File: src/rtl/wfdi_pkg.sv
// ----------------------------------------------------------------------------
// wfdi_pkg
// shared types, constants and coefficient tables of the washout filter
// ----------------------------------------------------------------------------
package wfdi_pkg;

    // default internal word width, signed Q(n-16).16
    localparam int DEF_DATA_WIDTH = 32;

    // fixed field widths
    localparam int ACCEL_W    = 24;
    localparam int RES_W      = 32;
    localparam int GAIN_W     = 16;
    localparam int HALF_W     = 24;
    localparam int CFG_IDX_W  = 8;
    localparam int CFG_DATA_W = 24;

    // register indexes
    localparam logic [CFG_IDX_W-1:0] REG_ACCEL_ALPHA = CFG_IDX_W'(0);
    localparam logic [CFG_IDX_W-1:0] REG_POS_ALPHA   = CFG_IDX_W'(1);
    localparam logic [CFG_IDX_W-1:0] REG_HALF_PERIOD = CFG_IDX_W'(2);

    // register reset values
    localparam logic [GAIN_W-1:0] ACCEL_ALPHA_RST = GAIN_W'(31949);
    localparam logic [GAIN_W-1:0] POS_ALPHA_RST   = GAIN_W'(32440);
    localparam logic [HALF_W-1:0] HALF_PERIOD_RST = HALF_W'(83886);

    // operand pair of the shared multiplier
    typedef enum logic [3:0] {
        MS_NONE,
        MS_U0,
        MS_U1,
        MS_U2,
        MS_U3,
        MS_Y1,
        MS_Y2,
        MS_Y3,
        MS_AGAIN,
        MS_PGAIN,
        MS_HH,
        MS_HL
    } t_mul_sel;

    // accumulator and result register operation
    typedef enum logic [3:0] {
        AO_NONE,
        AO_CLR,
        AO_WSUM,
        AO_WFIN,
        AO_AFIN,
        AO_HSAVE,
        AO_HSUM,
        AO_VFIN,
        AO_PFIN,
        AO_QFIN
    } t_acc_op;

    typedef enum logic [4:0] {
        ST_IDLE,
        ST_W0,
        ST_W1,
        ST_W2,
        ST_W3,
        ST_W4,
        ST_W5,
        ST_W6,
        ST_WLAST,
        ST_WFIN,
        ST_AMUL,
        ST_AFIN,
        ST_VHH,
        ST_VHL,
        ST_VSUM,
        ST_VFIN,
        ST_PHH,
        ST_PHL,
        ST_PSUM,
        ST_PFIN,
        ST_QMUL,
        ST_QFIN
    } t_state;

    typedef struct packed {
        t_mul_sel mul_sel;
        t_acc_op  acc_op;
        logic     capture;
    } t_cmd;

    typedef struct packed {
        logic out_busy;
    } t_status;

    // washout coefficient magnitudes, unsigned q0.16
    function automatic logic [GAIN_W-1:0] coef_mag(input t_mul_sel sel);
        unique case (sel)
            MS_U0:   return GAIN_W'(59231);
            MS_U1:   return GAIN_W'(14523);
            MS_U2:   return GAIN_W'(59304);
            MS_U3:   return GAIN_W'(14451);
            MS_Y1:   return GAIN_W'(2017);
            MS_Y2:   return GAIN_W'(55516);
            MS_Y3:   return GAIN_W'(12039);
            default: return '0;
        endcase
    endfunction

    // sign applied to the rounded term in the sum
    function automatic logic coef_neg(input t_mul_sel sel);
        unique case (sel)
            MS_U1, MS_U2, MS_Y3: return 1'b1;
            default:             return 1'b0;
        endcase
    endfunction

endpackage

File: src/rtl/wfdi_if.sv
// ----------------------------------------------------------------------------
// wfdi channel interfaces
// sample, result and register write channels with valid/ready
// ----------------------------------------------------------------------------
interface wfdi_in_if;
    import wfdi_pkg::*;
    logic                      valid;
    logic                      ready;
    logic signed [ACCEL_W-1:0] accel_sample;

    modport source (output valid, output accel_sample, input ready);
    modport sink   (input valid, input accel_sample, output ready);
endinterface

interface wfdi_out_if;
    import wfdi_pkg::*;
    logic                    valid;
    logic                    ready;
    logic signed [RES_W-1:0] washout_accel;
    logic signed [RES_W-1:0] hp_accel;
    logic signed [RES_W-1:0] velocity;
    logic signed [RES_W-1:0] hp_position;

    modport source (output valid, output washout_accel, output hp_accel,
                    output velocity, output hp_position, input ready);
    modport sink   (input valid, input washout_accel, input hp_accel,
                    input velocity, input hp_position, output ready);
endinterface

interface wfdi_cfg_if;
    import wfdi_pkg::*;
    logic                  valid;
    logic                  ready;
    logic [CFG_IDX_W-1:0]  index;
    logic [CFG_DATA_W-1:0] data;

    modport source (output valid, output index, output data, input ready);
    modport sink   (input valid, input index, input data, output ready);
endinterface

File: src/rtl/washout_filter_double_integrator.sv
// ----------------------------------------------------------------------------
// washout_filter_double_integrator
// third-order washout filter, acceleration high-pass, two trapezoidal
// integrations and a position high-pass, one result per sample
// ----------------------------------------------------------------------------
//  channel    | dir | payload                                      | request
//  -----------+-----+----------------------------------------------+------------------
//  i_accel    | in  | accel_sample (s24, q8.16)                    | valid & ready
//  o_result   | out | washout_accel, hp_accel, velocity,           | valid & ready
//             |     | hp_position (s32, q16.16 each)               |
//  i_cfg      | in  | index (8), data (24)                         | valid & ready
//
//  a sample runs through the step sequence to the result register, and the
//  next request is taken on the cycle after that; the pace is set by the one
//  shared multiplier and the chain of dependent filter stages behind it
//  reset is synchronous and active low; it restores the register defaults and
//  clears the filter history at once, no clearing pass
//  a result waits in the output register while the next sample is computed;
//  only the final step holds if that register has not yet been emptied
//  register writes are always taken (ready stays high)
// ----------------------------------------------------------------------------
module washout_filter_double_integrator #(
    parameter int DATA_WIDTH = wfdi_pkg::DEF_DATA_WIDTH
) (
    input  logic       i_clk,
    input  logic       i_rst_n,
    wfdi_in_if.sink    i_accel,
    wfdi_cfg_if.sink   i_cfg,
    wfdi_out_if.source o_result
);
    import wfdi_pkg::*;

    // command and status between sequencer and datapath
    t_cmd    cmd;
    t_status status;

    // sequencer: one state per multiplier issue or combine step
    wfdi_ctrl u_ctrl (
        .i_clk    (i_clk),
        .i_rst_n  (i_rst_n),
        .i_accel  (i_accel),
        .i_status (status),
        .o_cmd    (cmd)
    );

    // datapath: multiplier, accumulator, filter history, output register
    wfdi_dpath #(
        .DATA_WIDTH (DATA_WIDTH)
    ) u_dpath (
        .i_clk          (i_clk),
        .i_rst_n        (i_rst_n),
        .i_cmd          (cmd),
        .o_status       (status),
        .i_accel_sample (i_accel.accel_sample),
        .i_cfg          (i_cfg),
        .o_result       (o_result)
    );

endmodule

File: src/rtl/wfdi_ctrl.sv
// ----------------------------------------------------------------------------
// wfdi_ctrl
// step sequencer: issues multiplier and accumulator commands per sample
// ----------------------------------------------------------------------------
module wfdi_ctrl (
    input  logic              i_clk,
    input  logic              i_rst_n,
    wfdi_in_if.sink           i_accel,
    input  wfdi_pkg::t_status i_status,
    output wfdi_pkg::t_cmd    o_cmd
);
    import wfdi_pkg::*;

    t_state r_state;
    t_state n_state;

    always_ff @(posedge i_clk) begin
        if (!i_rst_n) begin
            r_state <= ST_IDLE;
        end else begin
            r_state <= n_state;
        end
    end

    assign i_accel.ready = (r_state == ST_IDLE);

    always_comb begin
        n_state       = r_state;
        o_cmd.mul_sel = MS_NONE;
        o_cmd.acc_op  = AO_NONE;
        o_cmd.capture = 1'b0;
        unique case (r_state)
            ST_IDLE: begin
                o_cmd.acc_op  = AO_CLR;
                o_cmd.capture = i_accel.valid;
                if (i_accel.valid) begin
                    n_state = ST_W0;
                end
            end
            ST_W0: begin
                o_cmd.mul_sel = MS_U0;
                n_state       = ST_W1;
            end
            ST_W1: begin
                o_cmd.mul_sel = MS_U1;
                o_cmd.acc_op  = AO_WSUM;
                n_state       = ST_W2;
            end
            ST_W2: begin
                o_cmd.mul_sel = MS_U2;
                o_cmd.acc_op  = AO_WSUM;
                n_state       = ST_W3;
            end
            ST_W3: begin
                o_cmd.mul_sel = MS_U3;
                o_cmd.acc_op  = AO_WSUM;
                n_state       = ST_W4;
            end
            ST_W4: begin
                o_cmd.mul_sel = MS_Y1;
                o_cmd.acc_op  = AO_WSUM;
                n_state       = ST_W5;
            end
            ST_W5: begin
                o_cmd.mul_sel = MS_Y2;
                o_cmd.acc_op  = AO_WSUM;
                n_state       = ST_W6;
            end
            ST_W6: begin
                o_cmd.mul_sel = MS_Y3;
                o_cmd.acc_op  = AO_WSUM;
                n_state       = ST_WLAST;
            end
            ST_WLAST: begin
                o_cmd.acc_op = AO_WSUM;
                n_state      = ST_WFIN;
            end
            ST_WFIN: begin
                o_cmd.acc_op = AO_WFIN;
                n_state      = ST_AMUL;
            end
            ST_AMUL: begin
                o_cmd.mul_sel = MS_AGAIN;
                n_state       = ST_AFIN;
            end
            ST_AFIN: begin
                o_cmd.acc_op = AO_AFIN;
                n_state      = ST_VHH;
            end
            ST_VHH: begin
                o_cmd.mul_sel = MS_HH;
                n_state       = ST_VHL;
            end
            ST_VHL: begin
                o_cmd.mul_sel = MS_HL;
                o_cmd.acc_op  = AO_HSAVE;
                n_state       = ST_VSUM;
            end
            ST_VSUM: begin
                o_cmd.acc_op = AO_HSUM;
                n_state      = ST_VFIN;
            end
            ST_VFIN: begin
                o_cmd.acc_op = AO_VFIN;
                n_state      = ST_PHH;
            end
            ST_PHH: begin
                o_cmd.mul_sel = MS_HH;
                n_state       = ST_PHL;
            end
            ST_PHL: begin
                o_cmd.mul_sel = MS_HL;
                o_cmd.acc_op  = AO_HSAVE;
                n_state       = ST_PSUM;
            end
            ST_PSUM: begin
                o_cmd.acc_op = AO_HSUM;
                n_state      = ST_PFIN;
            end
            ST_PFIN: begin
                o_cmd.acc_op = AO_PFIN;
                n_state      = ST_QMUL;
            end
            ST_QMUL: begin
                o_cmd.mul_sel = MS_PGAIN;
                n_state       = ST_QFIN;
            end
            ST_QFIN: begin
                // hold until the output register can take the result
                if (!i_status.out_busy) begin
                    o_cmd.acc_op = AO_QFIN;
                    n_state      = ST_IDLE;
                end
            end
            default: begin
                n_state = ST_IDLE;
            end
        endcase
    end

endmodule

File: src/rtl/wfdi_dpath.sv
// ----------------------------------------------------------------------------
// wfdi_dpath
// shared multiplier, accumulator, filter state, registers and output stage
// ----------------------------------------------------------------------------
module wfdi_dpath #(
    parameter int DATA_WIDTH = wfdi_pkg::DEF_DATA_WIDTH
) (
    input  logic                                   i_clk,
    input  logic                                   i_rst_n,
    input  wfdi_pkg::t_cmd                         i_cmd,
    output wfdi_pkg::t_status                      o_status,
    input  logic signed [wfdi_pkg::ACCEL_W-1:0]    i_accel_sample,
    wfdi_cfg_if.sink                               i_cfg,
    wfdi_out_if.source                             o_result
);
    import wfdi_pkg::*;

    localparam int W  = DATA_WIDTH;
    localparam int XW = W + 1;
    localparam int MW = W + 2;
    localparam int PW = W + 19;

    localparam logic signed [PW-1:0] SAT_HI   = {{(PW-W+1){1'b0}}, {(W-1){1'b1}}};
    localparam logic signed [PW-1:0] SAT_LO   = ~SAT_HI;
    localparam logic signed [PW-1:0] SAT32_HI = {{(PW-RES_W+1){1'b0}}, {(RES_W-1){1'b1}}};
    localparam logic signed [PW-1:0] SAT32_LO = ~SAT32_HI;
    localparam logic signed [PW-1:0] HALF15   = PW'(16384);
    localparam logic signed [PW-1:0] HALF16   = PW'(32768);
    localparam logic signed [PW-1:0] HALF23   = PW'(8388608);

    function automatic logic signed [W-1:0] sat_w(input logic signed [PW-1:0] v);
        if (v > SAT_HI) begin
            return SAT_HI[W-1:0];
        end else if (v < SAT_LO) begin
            return SAT_LO[W-1:0];
        end
        return v[W-1:0];
    endfunction

    function automatic logic signed [RES_W-1:0] sat32(input logic signed [PW-1:0] v);
        if (v > SAT32_HI) begin
            return SAT32_HI[RES_W-1:0];
        end else if (v < SAT32_LO) begin
            return SAT32_LO[RES_W-1:0];
        end
        return v[RES_W-1:0];
    endfunction

    // registers
    logic        [GAIN_W-1:0]  r_accel_alpha;
    logic        [GAIN_W-1:0]  r_pos_alpha;
    logic        [HALF_W-1:0]  r_half_period;

    // filter state
    logic signed [ACCEL_W-1:0] r_ih [3];
    logic signed [W-1:0]       r_wh [3];
    logic signed [W-1:0]       r_prev_a;
    logic signed [W-1:0]       r_prev_v;
    logic signed [W-1:0]       r_prev_p;
    logic signed [W-1:0]       r_prev_q;

    // working registers
    logic signed [ACCEL_W-1:0] r_u;
    logic signed [PW-1:0]      r_prod;
    logic                      r_neg;
    logic signed [PW-1:0]      r_hh;
    logic signed [PW-1:0]      r_acc;
    logic signed [W-1:0]       r_y;
    logic signed [W-1:0]       r_a;
    logic signed [W-1:0]       r_v;
    logic signed [W-1:0]       r_p;
    logic signed [W-1:0]       r_inner;
    logic signed [XW-1:0]      r_x;

    // output stage
    logic                      r_out_valid;
    logic signed [RES_W-1:0]   r_o_wash;
    logic signed [RES_W-1:0]   r_o_hpa;
    logic signed [RES_W-1:0]   r_o_vel;
    logic signed [RES_W-1:0]   r_o_hpp;

    logic signed [MW-1:0]      m_a;
    logic        [GAIN_W-1:0]  m_b;
    logic signed [PW-1:0]      n_term;
    logic signed [PW-1:0]      n_gain;
    logic signed [PW-1:0]      n_half;
    logic signed [W-1:0]       n_y;
    logic signed [W-1:0]       n_v;
    logic signed [W-1:0]       n_p;
    logic                      commit;

    assign i_cfg.ready       = 1'b1;
    assign o_status.out_busy = r_out_valid && !o_result.ready;
    assign commit            = (i_cmd.acc_op == AO_QFIN);

    // operand selection
    always_comb begin
        m_a = '0;
        m_b = coef_mag(i_cmd.mul_sel);
        unique case (i_cmd.mul_sel)
            MS_U0:    m_a = MW'(r_u);
            MS_U1:    m_a = MW'(r_ih[0]);
            MS_U2:    m_a = MW'(r_ih[1]);
            MS_U3:    m_a = MW'(r_ih[2]);
            MS_Y1:    m_a = MW'(r_wh[0]);
            MS_Y2:    m_a = MW'(r_wh[1]);
            MS_Y3:    m_a = MW'(r_wh[2]);
            MS_AGAIN: begin
                m_a = MW'(r_inner);
                m_b = r_accel_alpha;
            end
            MS_PGAIN: begin
                m_a = MW'(r_inner);
                m_b = r_pos_alpha;
            end
            MS_HH: begin
                m_a = MW'(r_x);
                m_b = GAIN_W'(r_half_period[HALF_W-1:12]);
            end
            MS_HL: begin
                m_a = MW'(r_x);
                m_b = GAIN_W'(r_half_period[11:0]);
            end
            default:  m_a = '0;
        endcase
    end

    // rounding, half-period scaling and saturation
    always_comb begin
        n_term = (r_prod + HALF16) >>> 16;
        n_gain = PW'(sat_w((r_prod + HALF15) >>> 15));
        n_half = r_acc >>> 12;
        n_y    = sat_w(r_acc);
        n_v    = sat_w(PW'(r_prev_v) + n_half);
        n_p    = sat_w(PW'(r_prev_p) + n_half);
    end

    // control and filter state
    always_ff @(posedge i_clk) begin
        if (!i_rst_n) begin
            r_accel_alpha <= ACCEL_ALPHA_RST;
            r_pos_alpha   <= POS_ALPHA_RST;
            r_half_period <= HALF_PERIOD_RST;
            r_out_valid   <= 1'b0;
            for (int i = 0; i < 3; i++) begin
                r_ih[i] <= '0;
                r_wh[i] <= '0;
            end
            r_prev_a <= '0;
            r_prev_v <= '0;
            r_prev_p <= '0;
            r_prev_q <= '0;
        end else begin
            if (i_cfg.valid) begin
                unique case (i_cfg.index)
                    REG_ACCEL_ALPHA: r_accel_alpha <= i_cfg.data[GAIN_W-1:0];
                    REG_POS_ALPHA:   r_pos_alpha   <= i_cfg.data[GAIN_W-1:0];
                    REG_HALF_PERIOD: r_half_period <= i_cfg.data[HALF_W-1:0];
                    default: ;
                endcase
            end
            if (commit) begin
                r_out_valid <= 1'b1;
            end else if (o_result.ready) begin
                r_out_valid <= 1'b0;
            end
            if (commit) begin
                r_ih[2]  <= r_ih[1];
                r_ih[1]  <= r_ih[0];
                r_ih[0]  <= r_u;
                r_wh[2]  <= r_wh[1];
                r_wh[1]  <= r_wh[0];
                r_wh[0]  <= r_y;
                r_prev_a <= r_a;
                r_prev_v <= r_v;
                r_prev_p <= r_p;
                r_prev_q <= n_gain[W-1:0];
            end
        end
    end

    // working registers
    always_ff @(posedge i_clk) begin
        if (i_cmd.capture) begin
            r_u <= i_accel_sample;
        end
        if (i_cmd.mul_sel != MS_NONE) begin
            r_prod <= m_a * $signed({1'b0, m_b});
            r_neg  <= coef_neg(i_cmd.mul_sel);
        end
        unique case (i_cmd.acc_op)
            AO_NONE: ;
            AO_CLR:  r_acc <= '0;
            AO_WSUM: r_acc <= r_neg ? r_acc - n_term : r_acc + n_term;
            AO_WFIN: begin
                r_y     <= n_y;
                r_inner <= sat_w(PW'(r_prev_a) + PW'(n_y) - PW'(r_wh[0]));
            end
            AO_AFIN: begin
                r_a <= n_gain[W-1:0];
                r_x <= XW'(n_gain) + XW'(r_prev_a);
            end
            AO_HSAVE: r_hh <= r_prod;
            AO_HSUM:  r_acc <= r_hh + ((r_prod + HALF23) >>> 12);
            AO_VFIN: begin
                r_v <= n_v;
                r_x <= XW'(n_v) + XW'(r_prev_v);
            end
            AO_PFIN: begin
                r_p     <= n_p;
                r_inner <= sat_w(PW'(r_prev_q) + PW'(n_p) - PW'(r_prev_p));
            end
            AO_QFIN: begin
                r_o_wash <= sat32(PW'(r_y));
                r_o_hpa  <= sat32(PW'(r_a));
                r_o_vel  <= sat32(PW'(r_v));
                r_o_hpp  <= sat32(n_gain);
            end
            default: ;
        endcase
    end

    assign o_result.valid         = r_out_valid;
    assign o_result.washout_accel = r_o_wash;
    assign o_result.hp_accel      = r_o_hpa;
    assign o_result.velocity      = r_o_vel;
    assign o_result.hp_position   = r_o_hpp;

endmodule

File: src/flat_wrapper.sv
// flat-port wrapper written by rule: the top's interface ports become plain ports
module washout_filter_double_integrator_flat import wfdi_pkg::*;
#(
    parameter int DATA_WIDTH = wfdi_pkg::DEF_DATA_WIDTH
)
  (i_clk, i_rst_n, i_accel_valid, i_accel_accel_sample, i_accel_ready, i_cfg_valid, i_cfg_index, i_cfg_data, i_cfg_ready, o_result_valid, o_result_washout_accel, o_result_hp_accel, o_result_velocity, o_result_hp_position, o_result_ready);
  wfdi_in_if i_accel_i ();
  wfdi_cfg_if i_cfg_i ();
  wfdi_out_if o_result_i ();
  input  logic i_clk;
  input  logic i_rst_n;
  input wire logic [$bits(i_accel_i.valid)-1:0] i_accel_valid;
  input wire logic [$bits(i_accel_i.accel_sample)-1:0] i_accel_accel_sample;
  output wire logic [$bits(i_accel_i.ready)-1:0] i_accel_ready;
  input wire logic [$bits(i_cfg_i.valid)-1:0] i_cfg_valid;
  input wire logic [$bits(i_cfg_i.index)-1:0] i_cfg_index;
  input wire logic [$bits(i_cfg_i.data)-1:0] i_cfg_data;
  output wire logic [$bits(i_cfg_i.ready)-1:0] i_cfg_ready;
  output wire logic [$bits(o_result_i.valid)-1:0] o_result_valid;
  output wire logic [$bits(o_result_i.washout_accel)-1:0] o_result_washout_accel;
  output wire logic [$bits(o_result_i.hp_accel)-1:0] o_result_hp_accel;
  output wire logic [$bits(o_result_i.velocity)-1:0] o_result_velocity;
  output wire logic [$bits(o_result_i.hp_position)-1:0] o_result_hp_position;
  input wire logic [$bits(o_result_i.ready)-1:0] o_result_ready;
  assign i_accel_i.valid = i_accel_valid;
  assign i_accel_i.accel_sample = i_accel_accel_sample;
  assign i_accel_ready = i_accel_i.ready;
  assign i_cfg_i.valid = i_cfg_valid;
  assign i_cfg_i.index = i_cfg_index;
  assign i_cfg_i.data = i_cfg_data;
  assign i_cfg_ready = i_cfg_i.ready;
  assign o_result_valid = o_result_i.valid;
  assign o_result_washout_accel = o_result_i.washout_accel;
  assign o_result_hp_accel = o_result_i.hp_accel;
  assign o_result_velocity = o_result_i.velocity;
  assign o_result_hp_position = o_result_i.hp_position;
  assign o_result_i.ready = o_result_ready;
  washout_filter_double_integrator #(.DATA_WIDTH(DATA_WIDTH)) u_core (.i_clk(i_clk), .i_rst_n(i_rst_n), .i_accel(i_accel_i), .i_cfg(i_cfg_i), .o_result(o_result_i));
endmodule
File: config.mk
export PLATFORM = sky130hd
export DESIGN_NAME = washout_filter_double_integrator_flat
export DESIGN_NICKNAME = d
export VERILOG_FILES = /design/src/rtl/wfdi_pkg.sv /design/src/rtl/wfdi_if.sv /design/src/rtl/washout_filter_double_integrator.sv /design/src/rtl/wfdi_ctrl.sv /design/src/rtl/wfdi_dpath.sv /design/src/flat_wrapper.sv
export SDC_FILE = /design/constraint.sdc
export NUM_CORES = 2
export LEC_CHECK = 0
export CORE_UTILIZATION = 58
export CTS_BUF_LIST = sky130_fd_sc_hd__clkbuf_2
export CTS_CLUSTER_DIAMETER = 80
export DETAILED_ROUTE_END_ITERATION = 8
export DONT_BUFFER_PORTS = 1
export MAX_ROUTING_LAYER = met4
export PLACE_DENSITY = 0.74
export REMOVE_ABC_BUFFERS = 1
export SLEW_MARGIN = 20
export SYNTH_ARGS = -nofsm -noshare
export SYNTH_HDL_FRONTEND = slang
export SYNTH_SLANG_ARGS = --single-unit
File: constraint.sdc
create_clock -name i_clk -period 14.35 [get_ports i_clk]
set_clock_uncertainty 0.15 [all_clocks]
set_input_delay 2.87 -clock i_clk [delete_from_list [all_inputs] [get_ports i_clk]]
set_output_delay 2.87 -clock i_clk [all_outputs]
set_load 0.02 [all_outputs]
# ---- After elaboration in Yosys (flattened, before gate mapping)
# Memory sizes are Yosys's and may differ from the RTL's.
# Cells that the tools add are included.
dict set report op_classes {
  n_addsub 14
  mul 1
  magnitude_cmp 20
  n_eq_ne 45
  mux 83
  bitwise 6
  n_reduce_logical 20
}
# operator count
set ops {}
lappend ops {{two-way mux 32 bit} 33}
lappend ops {{case mux 34 bit (9 select lines)} 1}
lappend ops {{case mux 51 bit (3 select lines)} 1}
lappend ops {{adder 32 x 32 -> 33 bit} 4}
lappend ops {{greater-than comparator 32 bit (second input constant)} 4}
lappend ops {{less-than comparator 32 bit (second input constant)} 4}
lappend ops {{case mux 16 bit (7 select lines)} 1}
lappend ops {{case mux 5 bit (22 select lines)} 1}
lappend ops {{adder 32 x 39 -> 40 bit} 2}
lappend ops {{greater-than comparator 40 x 32 -> 1 bit (second input constant)} 2}
lappend ops {{less-than comparator 40 x 32 -> 1 bit (second input constant)} 2}
lappend ops {{two-way mux 24 bit} 3}
lappend ops {{greater-than comparator 34 x 32 -> 1 bit (second input constant)} 2}
lappend ops {{less-than comparator 34 x 32 -> 1 bit (second input constant)} 2}
lappend ops {{subtractor 33 x 32 -> 34 bit} 2}
lappend ops {{case mux 33 bit (2 select lines)} 1}
lappend ops {{case mux 16 bit (4 select lines)} 1}
lappend ops {{case mux 32 bit (2 select lines)} 1}
lappend ops {{adder 51 x 16 -> 51 bit (second input constant)} 1}
lappend ops {{adder 51 x 17 -> 51 bit (second input constant)} 1}
lappend ops {{adder 51 x 25 -> 51 bit (second input constant)} 1}
lappend ops {{adder 51 x 35 -> 51 bit} 1}
lappend ops {{adder 51 x 39 -> 51 bit} 1}
lappend ops {{greater-than comparator 51 x 32 -> 1 bit (second input constant)} 1}
lappend ops {{35 further kinds} 116}
dict set report word_totals {
  reg_bits 689
  ramBits 168
  output_inout_bits 131
  n_memories 2
}
# memory depth word_bits rd rd_clocked_by_memory_dff wr line_no
set mem_list {}
lappend mem_list {u_core.u_dpath.r_wh 3 32 3 0 3 wfdi_dpath.sv:56} ;# logic signed [W-1:0] r_wh [3];
lappend mem_list {u_core.u_dpath.r_ih 3 24 3 0 3 wfdi_dpath.sv:55} ;# logic signed [ACCEL_W-1:0] r_ih [3];

# ---- Longest topological paths before layout
dict set report depth {
  ltp_word 13
  ltp_mapped 37
  mapped_depth_nobuf 35
}

# ---- Modules after synthesis
# A second synthesis with hierarchy kept.
dict set report unflattened {
  hier_cells 7734
  area_unflattened_um2 72752.3
}
# module instances cells_each area_per_inst_um2 seq_area_each_um2
set by_module_without_submodules {}
lappend by_module_without_submodules {wfdi_dpath 1 7663 72231.8 23732.8}
lappend by_module_without_submodules {wfdi_ctrl 1 71 520.5 100.1}

# ---- Worst setup path before layout
# No wires, ideal clock.
dict set report synth_path {
  path_kind {reg2reg}
  startpoint {register u_core.u_ctrl.r_state[4]}
  endpoint {register u_core.u_dpath.r_prod[45] (data pin)}
  setup_time_ns 0.258
  arrival_ns 9.583
  t_required_ns 13.942
  path_slack_ns 4.358
  stages_incl_launch_ff 31
  path_buffers 2
  period_less_slack_ns 9.992
  cell_sequence {dfxtp_1 > clkbuf_1 > nand2_1 > mux2_2 > nor2_1 > a22oi_1 > nand3_1 > clkbuf_1 > nand2_1 > fa_1 > inv_1 > fa_1 > fa_1 > fa_1 > inv_1 > fa_1 > fa_1 > inv_1 > ha_1 > a21o_1 > a21o_1 > a21oi_1 > o211ai_1 > nor4_1 > nor2_1 > a41oi_1 > a21oi_1 > a211oi_1 > o21ai_0 > a21oi_1 > xnor2_1}
}
dict set report synth_via {
  elab_chain_len 7
  elab_cells_between_ends 33
  cone_classes {mul: 1; eq/ne: 24; mux: 4; reduce/logical: 4}
}
# item line_no
set synth_rtl {}
lappend synth_rtl {{start, declared} wfdi_ctrl.sv:14} ;# t_state r_state;
lappend synth_rtl {{start signal, assigned} wfdi_ctrl.sv:21} ;# r_state <= n_state;
lappend synth_rtl {{equality test 5 bit / equality test 5 x 4 -> 1 bit (equally long branches)} wfdi_ctrl.sv:32} ;# unique case (r_state)
lappend synth_rtl {{OR reduction 2 bit (no line)} n/a}
lappend synth_rtl {{case mux 4 bit (11 select lines) *} wfdi_ctrl.sv:32}
lappend synth_rtl {{equality test 4 x 3 -> 1 bit, or another cell as far along} {wfdi_pkg.sv:95, wfdi_dpath.sv:100}}
lappend synth_rtl {{case mux 16 bit (7 select lines) / OR reduction 2 bit (equally long branches)} n/a}
lappend synth_rtl {{case mux 16 bit (4 select lines) / case mux 34 bit (9 select lines) (equally long branches)} wfdi_dpath.sv:100} ;# unique case (i_cmd.mul_sel)
lappend synth_rtl {{multiplier 34 x 17 -> 51 bit *} wfdi_dpath.sv:188} ;# r_prod <= m_a * $signed({1'b0, m_b});
lappend synth_rtl {{end signal, assigned} wfdi_dpath.sv:188}
lappend synth_rtl {{end, declared} wfdi_dpath.sv:64} ;# logic signed [PW-1:0] r_prod;
# Mark *: on every way between the ends. The rest lies on a longest branch, timed or not.
# A chain may end at the register's enable or synchronous reset.

# ---- Worst setup path in the final report
dict set report layout_path {
  startpoint {register u_core.u_ctrl.r_state[3]}
  endpoint {register u_core.u_dpath.r_prod[45] (data pin)}
}
# Same word-level chain as after synthesis.

==> results.json <==
{
  "status": "finished with violations",
  "violations": "max-slew violations",
  "yosys_warnings": 0,
  "routed_via_density": 6.21,
  "dr_total_vias": 58258,
  "synth_edf_count": 667,
  "path_class": "register to register",
  "grt_pass1_vias": 57241,
  "slew_viol_final": 174,
  "place.gp.congestion": 1.02,
  "cp_slowest_cell": "a211oi_1",
  "slew_headroom_pct": -21.8,
  "grt_overflow": 0,
  "seq_area_sq_um": 23800,
  "nFillCells": 10512,
  "ys_types": 108,
  "wl_per_cell_um": 26.2,
  "final_net_count": 8605,
  "clk_pin_slew_worst_paths_ps": 120,
  "synth_ff_type": "edfxtp_1",
  "start_util_pct": 58.8,
  "synthTopCellsByArea": "edfxtp_1, fa_1, ha_1",
  "clk_path_buf_depth": 3,
  "min_path_cells": 0,
  "synthDominantCellAreaShare_pct": 27.8,
  "tns_ps": 0,
  "firstDrtPassIters": 9,
  "synth-seq-cells": 857,
  "synth_async_sr_flop_share_pct": 0,
  "worstPathRequired_ps": 15650,
  "yosysTopAreaCell": "edfxtp_1",
  "drc": 0,
  "wirelength_um": 245000,
  "start_kind": "register",
  "syn_area_sq_um": 72000,
  "pin_count": 192,
  "postCtsSetupBuffers": 0,
  "multi_input_area_sq_um": 43100,
  "root_buffer": "clkbuf_2",
  "ir_drop_mv": 0.0959,
  "hold_end": "u_core.u_dpath.o_result.hp_accel[21]",
  "hp-start": "u_core.u_dpath.r_a[21]",
  "hold_viol": 0,
  "slowest_delay_ps": 860,
  "cp.arrival_ps": 12500,
  "h-tree-depth": 4,
  "dp_hpwl_um": 185000,
  "die_w_um": 354,
  "area_delta_synth_final_pct": 4.86,
  "grt_max_degree": 358,
  "leakagePower_nw": 32.7,
  "synth.top_cells.by_count": "nand2_1, inv_1, edfxtp_1, fa_1, a21oi_1",
  "track_usage_pct": 40.1,
  "synth.most_common_cell": "nand2_1",
  "fmax_mhz": 89.3,
  "cap_violations": 0,
  "r2r_end": "u_core.u_dpath.r_prod[45]",
  "clock-sinks": 857,
  "worst_path_most_repeated_cell": "fa_1",
  "r2r_slack_ps": 3150,
  "postCtsHoldBufs": 0,
  "antenna_found_initial": 12,
  "worst_pin_slew_ps": 1830,
  "powerDensity_nw_per_um2": 136,
  "finalSetupViolations": 0,
  "ant_nets": 0,
  "core_sq_um": 123000,
  "clk_latency_ps": 1780,
  "drt_iter0_markers": 6938,
  "num_rows": 128,
  "cts_tree": "built",
  "synth-seq-area-share_pct": 33.1,
  "fin_crit_sh_pct": 78.1,
  "port-buffer-count": 0,
  "grt_pass1_wl_um": 362000,
  "rsz0062_at_grt": "no",
  "fin_crit_ps": 11200,
  "synthCells": 7663,
  "dpl-instance-area_sq_um": 73200,
  "die_area_sq_um": 126000,
  "cts_buffers": 225,
  "worstPathMaxFanout": 37,
  "reg2regPathDepth": 33,
  "synth_area_per_cell_sq_um": 9.39,
  "hp-class": "register to register",
  "drive_gt1_share_pct": 7.31,
  "cts_resized": 0,
  "stdcell_area_sq_um": 75500,
  "r2r_start": "u_core.u_ctrl.r_state[3]",
  "cp-end-kind": "register",
  "total_power_mw": 10.3,
  "die_h_um": 354
}
-- report_power, final --
group	leakage, nW	internal (mW)	switching, mW	total [mW]
sequential	7.90	2.92	0.320	3.24
combinational	23.2	1.85	3.33	5.19
clock	1.62	0.682	1.20	1.88
total	32.7	5.45	4.85	10.3
-- worst max-delay path by stage --
stage                                            to                     start
after global routing      u_core.u_dpath.r_prod[49]  u_core.u_ctrl.r_state[3]
after CTS                 u_core.u_dpath.r_prod[49]  u_core.u_ctrl.r_state[3]
after detailed placement  u_core.u_dpath.r_prod[45]  u_core.u_ctrl.r_state[3]
final                     u_core.u_dpath.r_prod[45]  u_core.u_ctrl.r_state[3]
after global placement    u_core.u_dpath.r_prod[45]  u_core.u_ctrl.r_state[4]
after floorplan           u_core.u_dpath.r_ih[0][0]            o_result_ready
-- registers in the layout, indices dropped and copies added (netlist names), 33 cells and up --
| signal | flops |
|---|---|
| u_core.u_dpath.r_hh | 51 |
| u_core.u_dpath.r_x | 33 |
| u_core.u_dpath.r_prod | 51 |
| u_core.u_dpath.r_ih | 72 |
| u_core.u_dpath.r_wh | 96 |
| u_core.u_dpath.r_acc | 51 |
-- logic make-up after synthesis --
kind of cell | after synthesis | share of synthesized area, %
AND/OR/NAND/NOR | 2169 | 14.0
AO/OA/AOI/OAI | 1770 | 16.0
buffers and inverters | 1381 | 7.45
adder cells (fa/ha/maj) | 1011 | 23.6
flip-flops | 857 | 33.1
XOR/XNOR | 458 | 5.60
multiplexers | 16 | 0.228
other | 1 | 0.00521
-- placed cells by master, fill, tap and decap left out, drive strengths merged, types with 193 or more instances in the layout --
master  synthesis  final
fa            577    577
ha            434    434
nand2        1079   1079
xnor2         265    265
nor2          312    312
xor2          193    193
a21oi         576    576
a21o          208    208
clkbuf        387    310
and3          206    206
inv           915    927
o21ai         268    268
edfxtp        667    667
-- per-layer routing --
metal  share of wire, %  GRT usage [%]  wire, um  vias up
met1                 40           51.5     97800    28558
met5                  0              -         0        -
li1                   -              -         -    25996
met2                 44           59.2    109000     3148
met3                 10           10.3     25600      556
met4                5.2           19.1     12700        0
-- stage by stage --
stage          instances  hold slack [ps]  utilization, %  setup WS, ps
6_report            9375              234            61.6          3150
5_1_grt             9367              271            61.6          2580
4_1_cts             9353              273            61.5          3320
3_5_place_dp        8929              275            59.7          3390
3_3_place_gp        8928              274            59.7          3560
2_1_floorplan       7200              250               -         -22.0
-- cell type report --
| type | count | share of cell area, % |
|---|---|---|
| clock buffer | 309 | 2.05 |
| sequential | 857 | 31.6 |
| inverter | 918 | 4.58 |
| antenna | 20 | 0.0663 |
| timing repair buffer | 106 | 1.07 |
| tap | 1625 | 2.69 |
| multi-input combinational | 5425 | 57.1 |
| clock inverter | 115 | 0.903 |
-- worst max-delay path, delay by kind of cell (launching register included) --
family / cells / cell delay, ps
fa+ha+maj: 7 / 3010
compound gates: 10 / 3530
flops: 1 / 790
xor+xnor: 1 / 80
buf+inv: 6 / 1290
mux: 1 / 320
simple gates: 8 / 1750
Note: power is estimated with default switching activity, not from simulation.
